**src/sv/pidc_pkg.sv**
```systemverilog
// pidc_pkg: shared types and constants of the pid controller step block
// used by pidc_ctrl, pidc_dp and pid_controller_step; depends on nothing
`default_nettype none
package pidc_pkg;

  // field widths
  localparam int unsigned GAIN_W  = 16;
  localparam int unsigned VAL_W   = 16;
  localparam int unsigned ERR_W   = 17;
  localparam int unsigned DIFF_W  = 18;
  localparam int unsigned SUM_W   = 24;
  localparam int unsigned BND_W   = 25;
  localparam int unsigned MULB_W  = 24;
  localparam int unsigned PROD_W  = 41;
  localparam int unsigned ACC_W   = 42;
  localparam int unsigned IDX_W   = 3;

  // restoring divider for the integral bounds
  localparam int unsigned DIV_STEPS = 24;
  localparam int unsigned DCNT_W    = 5;

  // register indexes
  localparam logic [IDX_W-1:0] REG_GAIN_P    = 3'd0;
  localparam logic [IDX_W-1:0] REG_GAIN_I    = 3'd1;
  localparam logic [IDX_W-1:0] REG_GAIN_D    = 3'd2;
  localparam logic [IDX_W-1:0] REG_DRIVE_MAX = 3'd3;
  localparam logic [IDX_W-1:0] REG_DRIVE_MIN = 3'd4;

  localparam logic signed [VAL_W-1:0] DRIVE_MAX_RST = 16'sh7FFF;
  localparam logic signed [VAL_W-1:0] DRIVE_MIN_RST = 16'sh8000;

  // multiplier operand select
  localparam logic [1:0] MUL_P = 2'd0;
  localparam logic [1:0] MUL_I = 2'd1;
  localparam logic [1:0] MUL_D = 2'd2;

  // bound select for the divider
  localparam logic BND_HI = 1'b0;
  localparam logic BND_LO = 1'b1;

  typedef struct packed {
    logic       load;      // take a word, shift the error history
    logic       div_init;
    logic       div_step;
    logic       div_last;
    logic       div_sel;
    logic       integ;
    logic       mul_en;
    logic [1:0] mul_sel;
    logic       acc_clr;
    logic       acc_add;
    logic       out_load;
  } dp_cmd_t;

  typedef struct packed {
    logic stale;           // integral bounds need recomputing
    logic out_free;
  } dp_stat_t;

endpackage
`default_nettype wire

```
**src/sv/pidc_ctrl.sv**
```systemverilog
// pidc_ctrl: sequencer of the pid controller step
// drives pidc_dp through dp_cmd_t; uses pidc_pkg
`default_nettype none
module pidc_ctrl (
  input  wire                 clk,
  input  wire                 rst,
  input  wire                 in_valid,
  output logic                in_ready,
  input  pidc_pkg::dp_stat_t  stat,
  output pidc_pkg::dp_cmd_t   cmd
);
  import pidc_pkg::*;

  localparam logic [3:0] S_IDLE    = 4'd0;
  localparam logic [3:0] S_DINIT_H = 4'd1;
  localparam logic [3:0] S_DRUN_H  = 4'd2;
  localparam logic [3:0] S_DINIT_L = 4'd3;
  localparam logic [3:0] S_DRUN_L  = 4'd4;
  localparam logic [3:0] S_INTEG   = 4'd5;
  localparam logic [3:0] S_MUL_P   = 4'd6;
  localparam logic [3:0] S_MUL_I   = 4'd7;
  localparam logic [3:0] S_MUL_D   = 4'd8;
  localparam logic [3:0] S_SUM     = 4'd9;
  localparam logic [3:0] S_FIN     = 4'd10;

  localparam logic [DCNT_W-1:0] CNT_LAST = DCNT_W'(DIV_STEPS - 1);

  logic [3:0]        state, state_next;
  logic [DCNT_W-1:0] cnt, cnt_next;

  always_ff @(posedge clk) begin
    if (rst) begin
      state <= S_IDLE;
      cnt   <= '0;
    end else begin
      state <= state_next;
      cnt   <= cnt_next;
    end
  end

  always_comb begin
    state_next = state;
    cnt_next   = cnt;
    in_ready   = 1'b0;
    cmd        = '0;
    case (state)
      S_IDLE: begin
        in_ready = 1'b1;
        if (in_valid) begin
          cmd.load   = 1'b1;
          state_next = stat.stale ? S_DINIT_H : S_INTEG;
        end
      end
      S_DINIT_H: begin
        cmd.div_init = 1'b1;
        cmd.div_sel  = BND_HI;
        cnt_next     = '0;
        state_next   = S_DRUN_H;
      end
      S_DRUN_H: begin
        cmd.div_step = 1'b1;
        cmd.div_sel  = BND_HI;
        cnt_next     = cnt + 1'b1;
        if (cnt == CNT_LAST) begin
          cmd.div_last = 1'b1;
          state_next   = S_DINIT_L;
        end
      end
      S_DINIT_L: begin
        cmd.div_init = 1'b1;
        cmd.div_sel  = BND_LO;
        cnt_next     = '0;
        state_next   = S_DRUN_L;
      end
      S_DRUN_L: begin
        cmd.div_step = 1'b1;
        cmd.div_sel  = BND_LO;
        cnt_next     = cnt + 1'b1;
        if (cnt == CNT_LAST) begin
          cmd.div_last = 1'b1;
          state_next   = S_INTEG;
        end
      end
      S_INTEG: begin
        cmd.integ  = 1'b1;
        state_next = S_MUL_P;
      end
      S_MUL_P: begin
        cmd.mul_en  = 1'b1;
        cmd.mul_sel = MUL_P;
        cmd.acc_clr = 1'b1;
        state_next  = S_MUL_I;
      end
      S_MUL_I: begin
        cmd.mul_en  = 1'b1;
        cmd.mul_sel = MUL_I;
        cmd.acc_add = 1'b1;
        state_next  = S_MUL_D;
      end
      S_MUL_D: begin
        cmd.mul_en  = 1'b1;
        cmd.mul_sel = MUL_D;
        cmd.acc_add = 1'b1;
        state_next  = S_SUM;
      end
      S_SUM: begin
        cmd.acc_add = 1'b1;
        state_next  = S_FIN;
      end
      S_FIN: begin
        if (stat.out_free) begin
          cmd.out_load = 1'b1;
          state_next   = S_IDLE;
        end
      end
      default: begin
        state_next = S_IDLE;
      end
    endcase
  end

endmodule
`default_nettype wire

```
**src/sv/pidc_dp.sv**
```systemverilog
// pidc_dp: datapath of the pid controller step: registers, error history,
// bound divider, shared multiplier, accumulator and output register; uses pidc_pkg
`default_nettype none
module pidc_dp (
  input  wire                                   clk,
  input  wire                                   rst,
  input  wire                                   cfg_wr_en,
  input  wire [pidc_pkg::IDX_W-1:0]             cfg_index,
  input  wire [pidc_pkg::VAL_W-1:0]             cfg_data,
  input  wire signed [pidc_pkg::VAL_W-1:0]      setpoint,
  input  wire signed [pidc_pkg::VAL_W-1:0]      measured,
  input  wire                                   out_ready,
  output logic                                  out_valid,
  output logic signed [pidc_pkg::VAL_W-1:0]     drive,
  input  pidc_pkg::dp_cmd_t                     cmd,
  output pidc_pkg::dp_stat_t                    stat
);
  import pidc_pkg::*;

  logic [GAIN_W-1:0]        gain_p, gain_i, gain_d;
  logic signed [VAL_W-1:0]  drive_max, drive_min;
  logic                     stale;

  logic signed [ERR_W-1:0]  err_now, err_prev;
  logic signed [SUM_W-1:0]  err_sum;
  logic signed [BND_W-1:0]  bnd_hi, bnd_lo;

  // divider: quotient shifts into the dividend register
  logic [GAIN_W-1:0]        rem;
  logic [SUM_W-1:0]         nq;
  logic                     div_neg;
  logic signed [VAL_W-1:0]  div_x;
  logic signed [ERR_W-1:0]  div_xe, div_mag;
  logic [GAIN_W:0]          trial;
  logic                     ge;
  logic [SUM_W-1:0]         quo_fin;
  logic signed [BND_W-1:0]  quo_s, bound;

  logic signed [BND_W-1:0]  int_acc, int_clamp;

  logic signed [GAIN_W:0]   mul_a;
  logic signed [MULB_W-1:0] mul_b;
  logic signed [PROD_W-1:0] prod;
  logic signed [ACC_W-1:0]  acc_s;
  logic signed [DIFF_W-1:0] diff;

  logic signed [ACC_W-9:0]  q, qc;

  // configuration registers
  always_ff @(posedge clk) begin
    if (rst) begin
      gain_p    <= '0;
      gain_i    <= '0;
      gain_d    <= '0;
      drive_max <= DRIVE_MAX_RST;
      drive_min <= DRIVE_MIN_RST;
      stale     <= 1'b1;
    end else begin
      if (cfg_wr_en) begin
        case (cfg_index)
          REG_GAIN_P:    gain_p <= cfg_data;
          REG_GAIN_I: begin
            gain_i <= cfg_data;
            stale  <= 1'b1;
          end
          REG_GAIN_D:    gain_d <= cfg_data;
          REG_DRIVE_MAX: begin
            drive_max <= $signed(cfg_data);
            stale     <= 1'b1;
          end
          REG_DRIVE_MIN: begin
            drive_min <= $signed(cfg_data);
            stale     <= 1'b1;
          end
          default: ;
        endcase
      end else if (cmd.div_last && cmd.div_sel == BND_LO) begin
        stale <= 1'b0;
      end
    end
  end

  // error history
  always_ff @(posedge clk) begin
    if (rst) begin
      err_now  <= '0;
      err_prev <= '0;
    end else if (cmd.load) begin
      err_prev <= err_now;
      err_now  <= ERR_W'(setpoint) - ERR_W'(measured);
    end
  end

  // bound divider: |limit| * 256 / gain_i, truncated toward zero, with the limit's sign put back
  always_comb begin
    div_x   = (cmd.div_sel == BND_LO) ? drive_min : drive_max;
    div_xe  = ERR_W'(div_x);
    div_mag = div_xe[ERR_W-1] ? -div_xe : div_xe;
    trial   = {rem, nq[SUM_W-1]};
    ge      = (trial >= {1'b0, gain_i});
    quo_fin = {nq[SUM_W-2:0], ge};
    quo_s   = $signed({1'b0, quo_fin});
    bound   = div_neg ? -quo_s : quo_s;
  end

  always_ff @(posedge clk) begin
    if (cmd.div_init) begin
      rem     <= '0;
      nq      <= {div_mag[VAL_W-1:0], 8'd0};
      div_neg <= div_x[VAL_W-1];
    end else if (cmd.div_step) begin
      rem <= ge ? GAIN_W'(trial - {1'b0, gain_i}) : trial[GAIN_W-1:0];
      nq  <= quo_fin;
    end
  end

  always_ff @(posedge clk) begin
    if (cmd.div_step && cmd.div_last) begin
      if (cmd.div_sel == BND_LO) begin
        bnd_lo <= bound;
      end else begin
        bnd_hi <= bound;
      end
    end
  end

  // integral with clamp, upper first so the lower limit wins
  always_comb begin
    int_acc   = BND_W'(err_sum) + BND_W'(err_now);
    int_clamp = int_acc;
    if (int_clamp > bnd_hi) int_clamp = bnd_hi;
    if (int_clamp < bnd_lo) int_clamp = bnd_lo;
  end

  always_ff @(posedge clk) begin
    if (rst) begin
      err_sum <= '0;
    end else if (cmd.integ) begin
      err_sum <= (gain_i == '0) ? '0 : int_clamp[SUM_W-1:0];
    end
  end

  // shared multiplier
  always_comb begin
    diff = DIFF_W'(err_now) - DIFF_W'(err_prev);
    case (cmd.mul_sel)
      MUL_P: begin
        mul_a = $signed({1'b0, gain_p});
        mul_b = MULB_W'(err_now);
      end
      MUL_I: begin
        mul_a = $signed({1'b0, gain_i});
        mul_b = err_sum;
      end
      MUL_D: begin
        mul_a = $signed({1'b0, gain_d});
        mul_b = MULB_W'(diff);
      end
      default: begin
        mul_a = '0;
        mul_b = '0;
      end
    endcase
  end

  // operands sign extended to the full product width
  always_ff @(posedge clk) begin
    if (cmd.mul_en) begin
      prod <= PROD_W'(mul_a) * PROD_W'(mul_b);
    end
  end

  always_ff @(posedge clk) begin
    if (cmd.acc_clr) begin
      acc_s <= '0;
    end else if (cmd.acc_add) begin
      acc_s <= acc_s + ACC_W'(prod);
    end
  end

  // floor shift by 8 and output clamp
  always_comb begin
    q  = acc_s[ACC_W-1:8];
    qc = q;
    if (qc > (ACC_W-8)'(drive_max)) qc = (ACC_W-8)'(drive_max);
    if (qc < (ACC_W-8)'(drive_min)) qc = (ACC_W-8)'(drive_min);
  end

  always_ff @(posedge clk) begin
    if (rst) begin
      out_valid <= 1'b0;
    end else if (cmd.out_load) begin
      out_valid <= 1'b1;
    end else if (out_ready) begin
      out_valid <= 1'b0;
    end
  end

  always_ff @(posedge clk) begin
    if (cmd.out_load) begin
      drive <= qc[VAL_W-1:0];
    end
  end

  assign stat.stale    = stale;
  assign stat.out_free = !out_valid || out_ready;

endmodule
`default_nettype wire

```
**src/sv/pid_controller_step.sv**
```systemverilog
// pid_controller_step: top level of the positional pid step with integral clamp
// joins pidc_ctrl and pidc_dp; uses pidc_pkg
//
//   channel   signals                              direction
//   config    cfg_wr_en cfg_index cfg_data         write only
//   input     in_valid in_ready setpoint measured  word in
//   output    out_valid out_ready drive            word out
//
// one word at a time: after accept the sequencer steps through integ, mul_p, mul_i, mul_d, sum
// and fin, loading the result register in fin. after reset or a write to gain_i, drive_max or
// drive_min the next word also runs the integral bound divider, a restoring divider doing 1 bit
// a cycle, for the upper and then the lower bound. the three products go through one shared
// 17x24 multiplier, one per cycle. reset is synchronous; a result held by out_ready low blocks
// the next word only at its final step, and in_ready is high only while the sequencer is idle.
`default_nettype none
module pid_controller_step (
  input  wire                               clk,
  input  wire                               rst,
  input  wire                               cfg_wr_en,
  input  wire [pidc_pkg::IDX_W-1:0]         cfg_index,
  input  wire [pidc_pkg::VAL_W-1:0]         cfg_data,
  input  wire                               in_valid,
  output logic                              in_ready,
  input  wire signed [pidc_pkg::VAL_W-1:0]  setpoint,
  input  wire signed [pidc_pkg::VAL_W-1:0]  measured,
  output logic                              out_valid,
  input  wire                               out_ready,
  output logic signed [pidc_pkg::VAL_W-1:0] drive
);
  import pidc_pkg::*;

  dp_cmd_t  cmd;
  dp_stat_t stat;

  pidc_ctrl u_ctrl (
    .clk      (clk),
    .rst      (rst),
    .in_valid (in_valid),
    .in_ready (in_ready),
    .stat     (stat),
    .cmd      (cmd)
  );

  pidc_dp u_dp (
    .clk       (clk),
    .rst       (rst),
    .cfg_wr_en (cfg_wr_en),
    .cfg_index (cfg_index),
    .cfg_data  (cfg_data),
    .setpoint  (setpoint),
    .measured  (measured),
    .out_ready (out_ready),
    .out_valid (out_valid),
    .drive     (drive),
    .cmd       (cmd),
    .stat      (stat)
  );

endmodule
`default_nettype wire

```
**config.mk**
```make
export PLATFORM = sky130hd
export DESIGN_NAME = pid_controller_step
export DESIGN_NICKNAME = d
export VERILOG_FILES = /design/src/sv/pidc_pkg.sv /design/src/sv/pidc_ctrl.sv /design/src/sv/pidc_dp.sv /design/src/sv/pid_controller_step.sv
export SDC_FILE = /design/constraint.sdc
export NUM_CORES = 2
export LEC_CHECK = 0
export BUFFER_PORTS_ARGS = -buffer_cell sky130_fd_sc_hd__buf_2
export CAP_MARGIN = 20
export CORE_ASPECT_RATIO = 0.8
export CORE_MARGIN = 8
export CORE_UTILIZATION = 59
export DETAILED_ROUTE_END_ITERATION = 8
export PLACE_DENSITY = 0.79
export SYNTH_ARGS = -nofsm -noshare
export SYNTH_HDL_FRONTEND = slang
export SYNTH_SLANG_ARGS = --single-unit
```
**constraint.sdc**
```tcl
create_clock -name clk -period 7.9 [get_ports clk]
set_input_delay 1.58 -clock clk [delete_from_list [all_inputs] [get_ports clk]]
set_output_delay 1.58 -clock clk [all_outputs]
set_load 0.01 [all_outputs]
```
==> impl_metrics.py <==
metrics = {
    "floorplanning": {
        "design.core.area_um2": 60900,
        "fp.dieH_um": 238,
        "die_w_um": 293,
        "row_count": 81,
        "start_util": 0.595,
        "io_pins": 74,
        "dieArea_um2": 69600,
    },
    "placement": {
        "place.gp.congestion": 0.990,
        "pre_cts_ws_ns": -0.541,
        "port_buffers": 73,
        "dp_hpwl_mm": 81.6,
        "place_area_um2": 39700,
    },
    "yosys": {
        "ys_types": 84,
        "synth_edf_count": 124,
        "yosysWarnings": 0,
        "async_flop_share": 0,
        "ys.flop_type": "dfxtp_1",
        "synthesis.nets": 4987,
        "ys_seq_area_frac": 0.222,
        "syn_area_per_cell_um2": 8.58,
        "ys_ff_latch": 339,
        "syn_area_um2": 36200,
        "synth_cells": 4220,
    },
    "timing": {
        "finalHoldViolCount": 0,
        "final.setup.worst_slack_ns": -0.693,
        "relSlewSlack": 0.290,
        "rsz0062_at_grt": "true",
        "finalSetupViolCount": 14,
        "drv_slew": 0,
        "period_share": 1.09,
        "fin_crit_ns": 8.59,
        "whs_ns": 0.453,
        "finalClockSkew_ns": 0.0299,
        "fmax_mhz": 116,
        "worst_pin_slew_ns": 1.07,
    },
    "hold_path": {
        "holdCritPathClass": "register to register",
        "holdPathStages": 2,
        "min_from": "u_dp.gain_d[2]",
        "holdPathEnd": "u_dp.gain_d[2]",
    },
    "drt": {
        "antenna_left": 0,
        "drtIter0Drc": 3086,
        "wl_per_cell_um": 19.2,
        "dr.pass1.iters": 6,
        "wl_mm": 102,
        "num_vias": 31100,
        "via_per_inst": 5.82,
        "drc_errors": 0,
    },
    "worst_setup_path": {
        "start_kind": "register",
        "critical_path_required_ns": 8.22,
        "path_max_fanout": 7,
        "cp_data_arrival_time_ns": 8.92,
        "path_common_cell": "fa_1",
        "crit_type": "register to register",
        "critPathSlowestCell": "fa_1",
        "slowest_delay_ns": 0.60,
        "cp_top_family": "adder cells",
        "rr_worst_depth": 40,
        "r2r-end": "u_dp.prod[39]",
        "path_buf_inv": 8,
        "worst_setup_path_end_kind": "register",
        "reg2reg_slack_ns": -0.69,
        "r2r_start": "u_dp.err_now[0]",
    },
    "cts": {
        "clkLatencyLatePin_ns": 0.58,
        "cts_hold_buf": 0,
        "cts_htree_levels": 2,
        "cts.sinks": 339,
        "cts_buffers": 36,
        "root_buffer": "clkbuf_16",
        "clk_pin_slew_ns": 0.06,
        "cts_tree": "built",
        "clockBufferDepth": 3,
    },
    "power_and_ir_drop": {
        "clockPowerShare": 0.183,
        "powerDensity_nw_per_um2": 229,
        "swShare": 0.433,
        "peakVddDrop_mv": 0.201,
        "p_total_mw": 9.44,
        "comb_power_share": 0.553,
        "p_leak_nw": 19.5,
        "seq_power_share": 0.264,
        "power.switching_mw": 4.09,
        "p_int_mw": 5.36,
    },
    "grt": {
        "grt_first_pass_wirelength_mm": 163,
        "grt_max_degree": 68,
        "track_usage": 0.289,
        "grt_antenna_before_repair": 5,
        "first_global_vias": 30400,
        "overflow": 0,
    },
    "layout": {
        "fin_nets": 5248,
        "final_layout_size_suffix_gt1_frac": 0.140,
        "area_growth_pct": 14.1,
        "fin_area_um2": 41300,
        "layout_common_cells": "inv_1, nand2_1, fa_1, ha_1, nor2_1",
        "layout_commonest_cell": "inv_1",
        "fill_cells": 4692,
    },
    "outcome": {
        "failed_checks": "setup timing",
        "status": "finished, violations left",
    },
    "run": {
        "cap_violations": 0,
    },
}
-- metrics by stage --
stage                util  setup TNS (ns)  cells
floorplan               -          -0.239   4220
global placement    0.651           -2.98   5245
detailed placement  0.651           -4.50   5245
CTS                 0.673           -2.86   5320
global route        0.679           -10.0   5340
finish              0.679           -4.98   5340
-- sequential cells by signal (all words and copies together) (netlist names), 4 cells and up --
register and flops:
u_dp.gain_i 16, u_dp.nq 24, u_dp.drive_max 16, u_dp.rem 16, u_dp.gain_p 16, u_dp.drive 16, u_dp.acc_s 42, u_dp.err_prev 17
u_dp.err_sum 24, u_dp.bnd_hi 25, u_dp.bnd_lo 25, u_ctrl.cnt 5, u_ctrl.state 4, u_dp.err_now 17, u_dp.drive_min 16, u_dp.prod 41
u_dp.gain_d 16
-- cell families after synthesis --
logic type      synth area share
flops                      0.222
simple gates               0.149
compound gates             0.154
fa+ha+maj                  0.324
mux                       0.0247
xor+xnor                  0.0428
buf+inv                   0.0837
-- final cells by class --
type | instances | area, um^2 | area share
diodes | 2 | 5.00 | 0.000121
clock buffers | 51 | 1020 | 0.0247
clock inverters | 14 | 159 | 0.00384
inverters | 652 | 2450 | 0.0592
multi-input cells | 3078 | 25900 | 0.626
flip-flops and latches | 339 | 8030 | 0.194
well taps | 830 | 1040 | 0.0251
repair buffers | 374 | 2770 | 0.0670
-- worst reg2reg max path, delay by kind of cell (launching register included) --
| kind | cells | cell delay, ns |
|---|---|---|
| adders and majority gates | 9 | 3.72 |
| buffers and inverters | 8 | 0.55 |
| xor gates and xnor gates | 2 | 0.30 |
| AOI/OAI and AO/OA | 20 | 3.47 |
| DFF | 1 | 0.32 |
| and+or+nand+nor | 1 | 0.04 |
-- timing repair --
action / CTS / global route
setup endpoints to repair: 13 / 46
setup buffers: 12 / 19
gates resized for setup: 25 / 55
pin swaps: 16 / 79
-- cells in the mapped netlist, types with 28 or more instances --
library cell | count | area [um^2]
nand4_1 | 36 | 225
xnor2_1 | 126 | 1100
fa_1 | 377 | 7550
clkbuf_1 | 142 | 533
nand3_1 | 48 | 240
a21oi_1 | 308 | 1540
edfxtp_1 | 124 | 3720
a21o_1 | 131 | 983
nor3_1 | 35 | 175
nand2_1 | 631 | 2370
inv_1 | 650 | 2440
mux2_2 | 28 | 315
xor2_1 | 49 | 429
o21ai_0 | 138 | 691
ha_1 | 334 | 4180
dfxtp_1 | 215 | 4300
nor2_1 | 314 | 1180
a221o_1 | 29 | 290
and3_1 | 37 | 231
mux2i_1 | 43 | 430
nor2b_1 | 35 | 219
-- power by group through the flow --
stage                     clock network [mW]  logic [mW]  registers, mW
final                                   1.73        5.23           2.49
after global routing                    1.82        5.71           2.51
after CTS                               1.75        5.04           2.48
after detailed placement                   0        4.94           2.51
after global placement                     0        4.82           2.50
after floorplan                            0        3.52           2.42
-- worst max-delay path by stage --
| stage | from | to | slack [ns] | cells after the start |
|---|---|---|---|---|
| final | u_dp.err_now[0] | u_dp.prod[39] | -0.69 | 40 |
| after floorplan | u_dp.err_now[0] | u_dp.prod[40] | -0.1 | 39 |
| after global placement | u_dp.err_now[0] | u_dp.prod[40] | -0.40 | 36 |
| after global routing | u_dp.err_now[0] | u_dp.prod[39] | -0.98 | 40 |
| after CTS | u_dp.err_now[0] | u_dp.prod[40] | -0.41 | 40 |
| after detailed placement | u_dp.err_prev[1] | u_dp.prod[39] | -0.54 | 35 |
-- metal layers --
| metal | global-route usage | part of all wire | vias to the layer above | wire length [um] |
|---|---|---|---|---|
| met4 | 0.0954 | 0.034 | 6 | 3500 |
| met3 | 0.0694 | 0.11 | 236 | 11100 |
| met5 | 0 | 0.00028 | - | 29 |
| met1 | 0.407 | 0.43 | 14900 | 44100 |
| li1 | - | - | 14500 | - |
| met2 | 0.438 | 0.43 | 1417 | 43500 |
No activity file was read; power rests on OpenSTA's default activity.
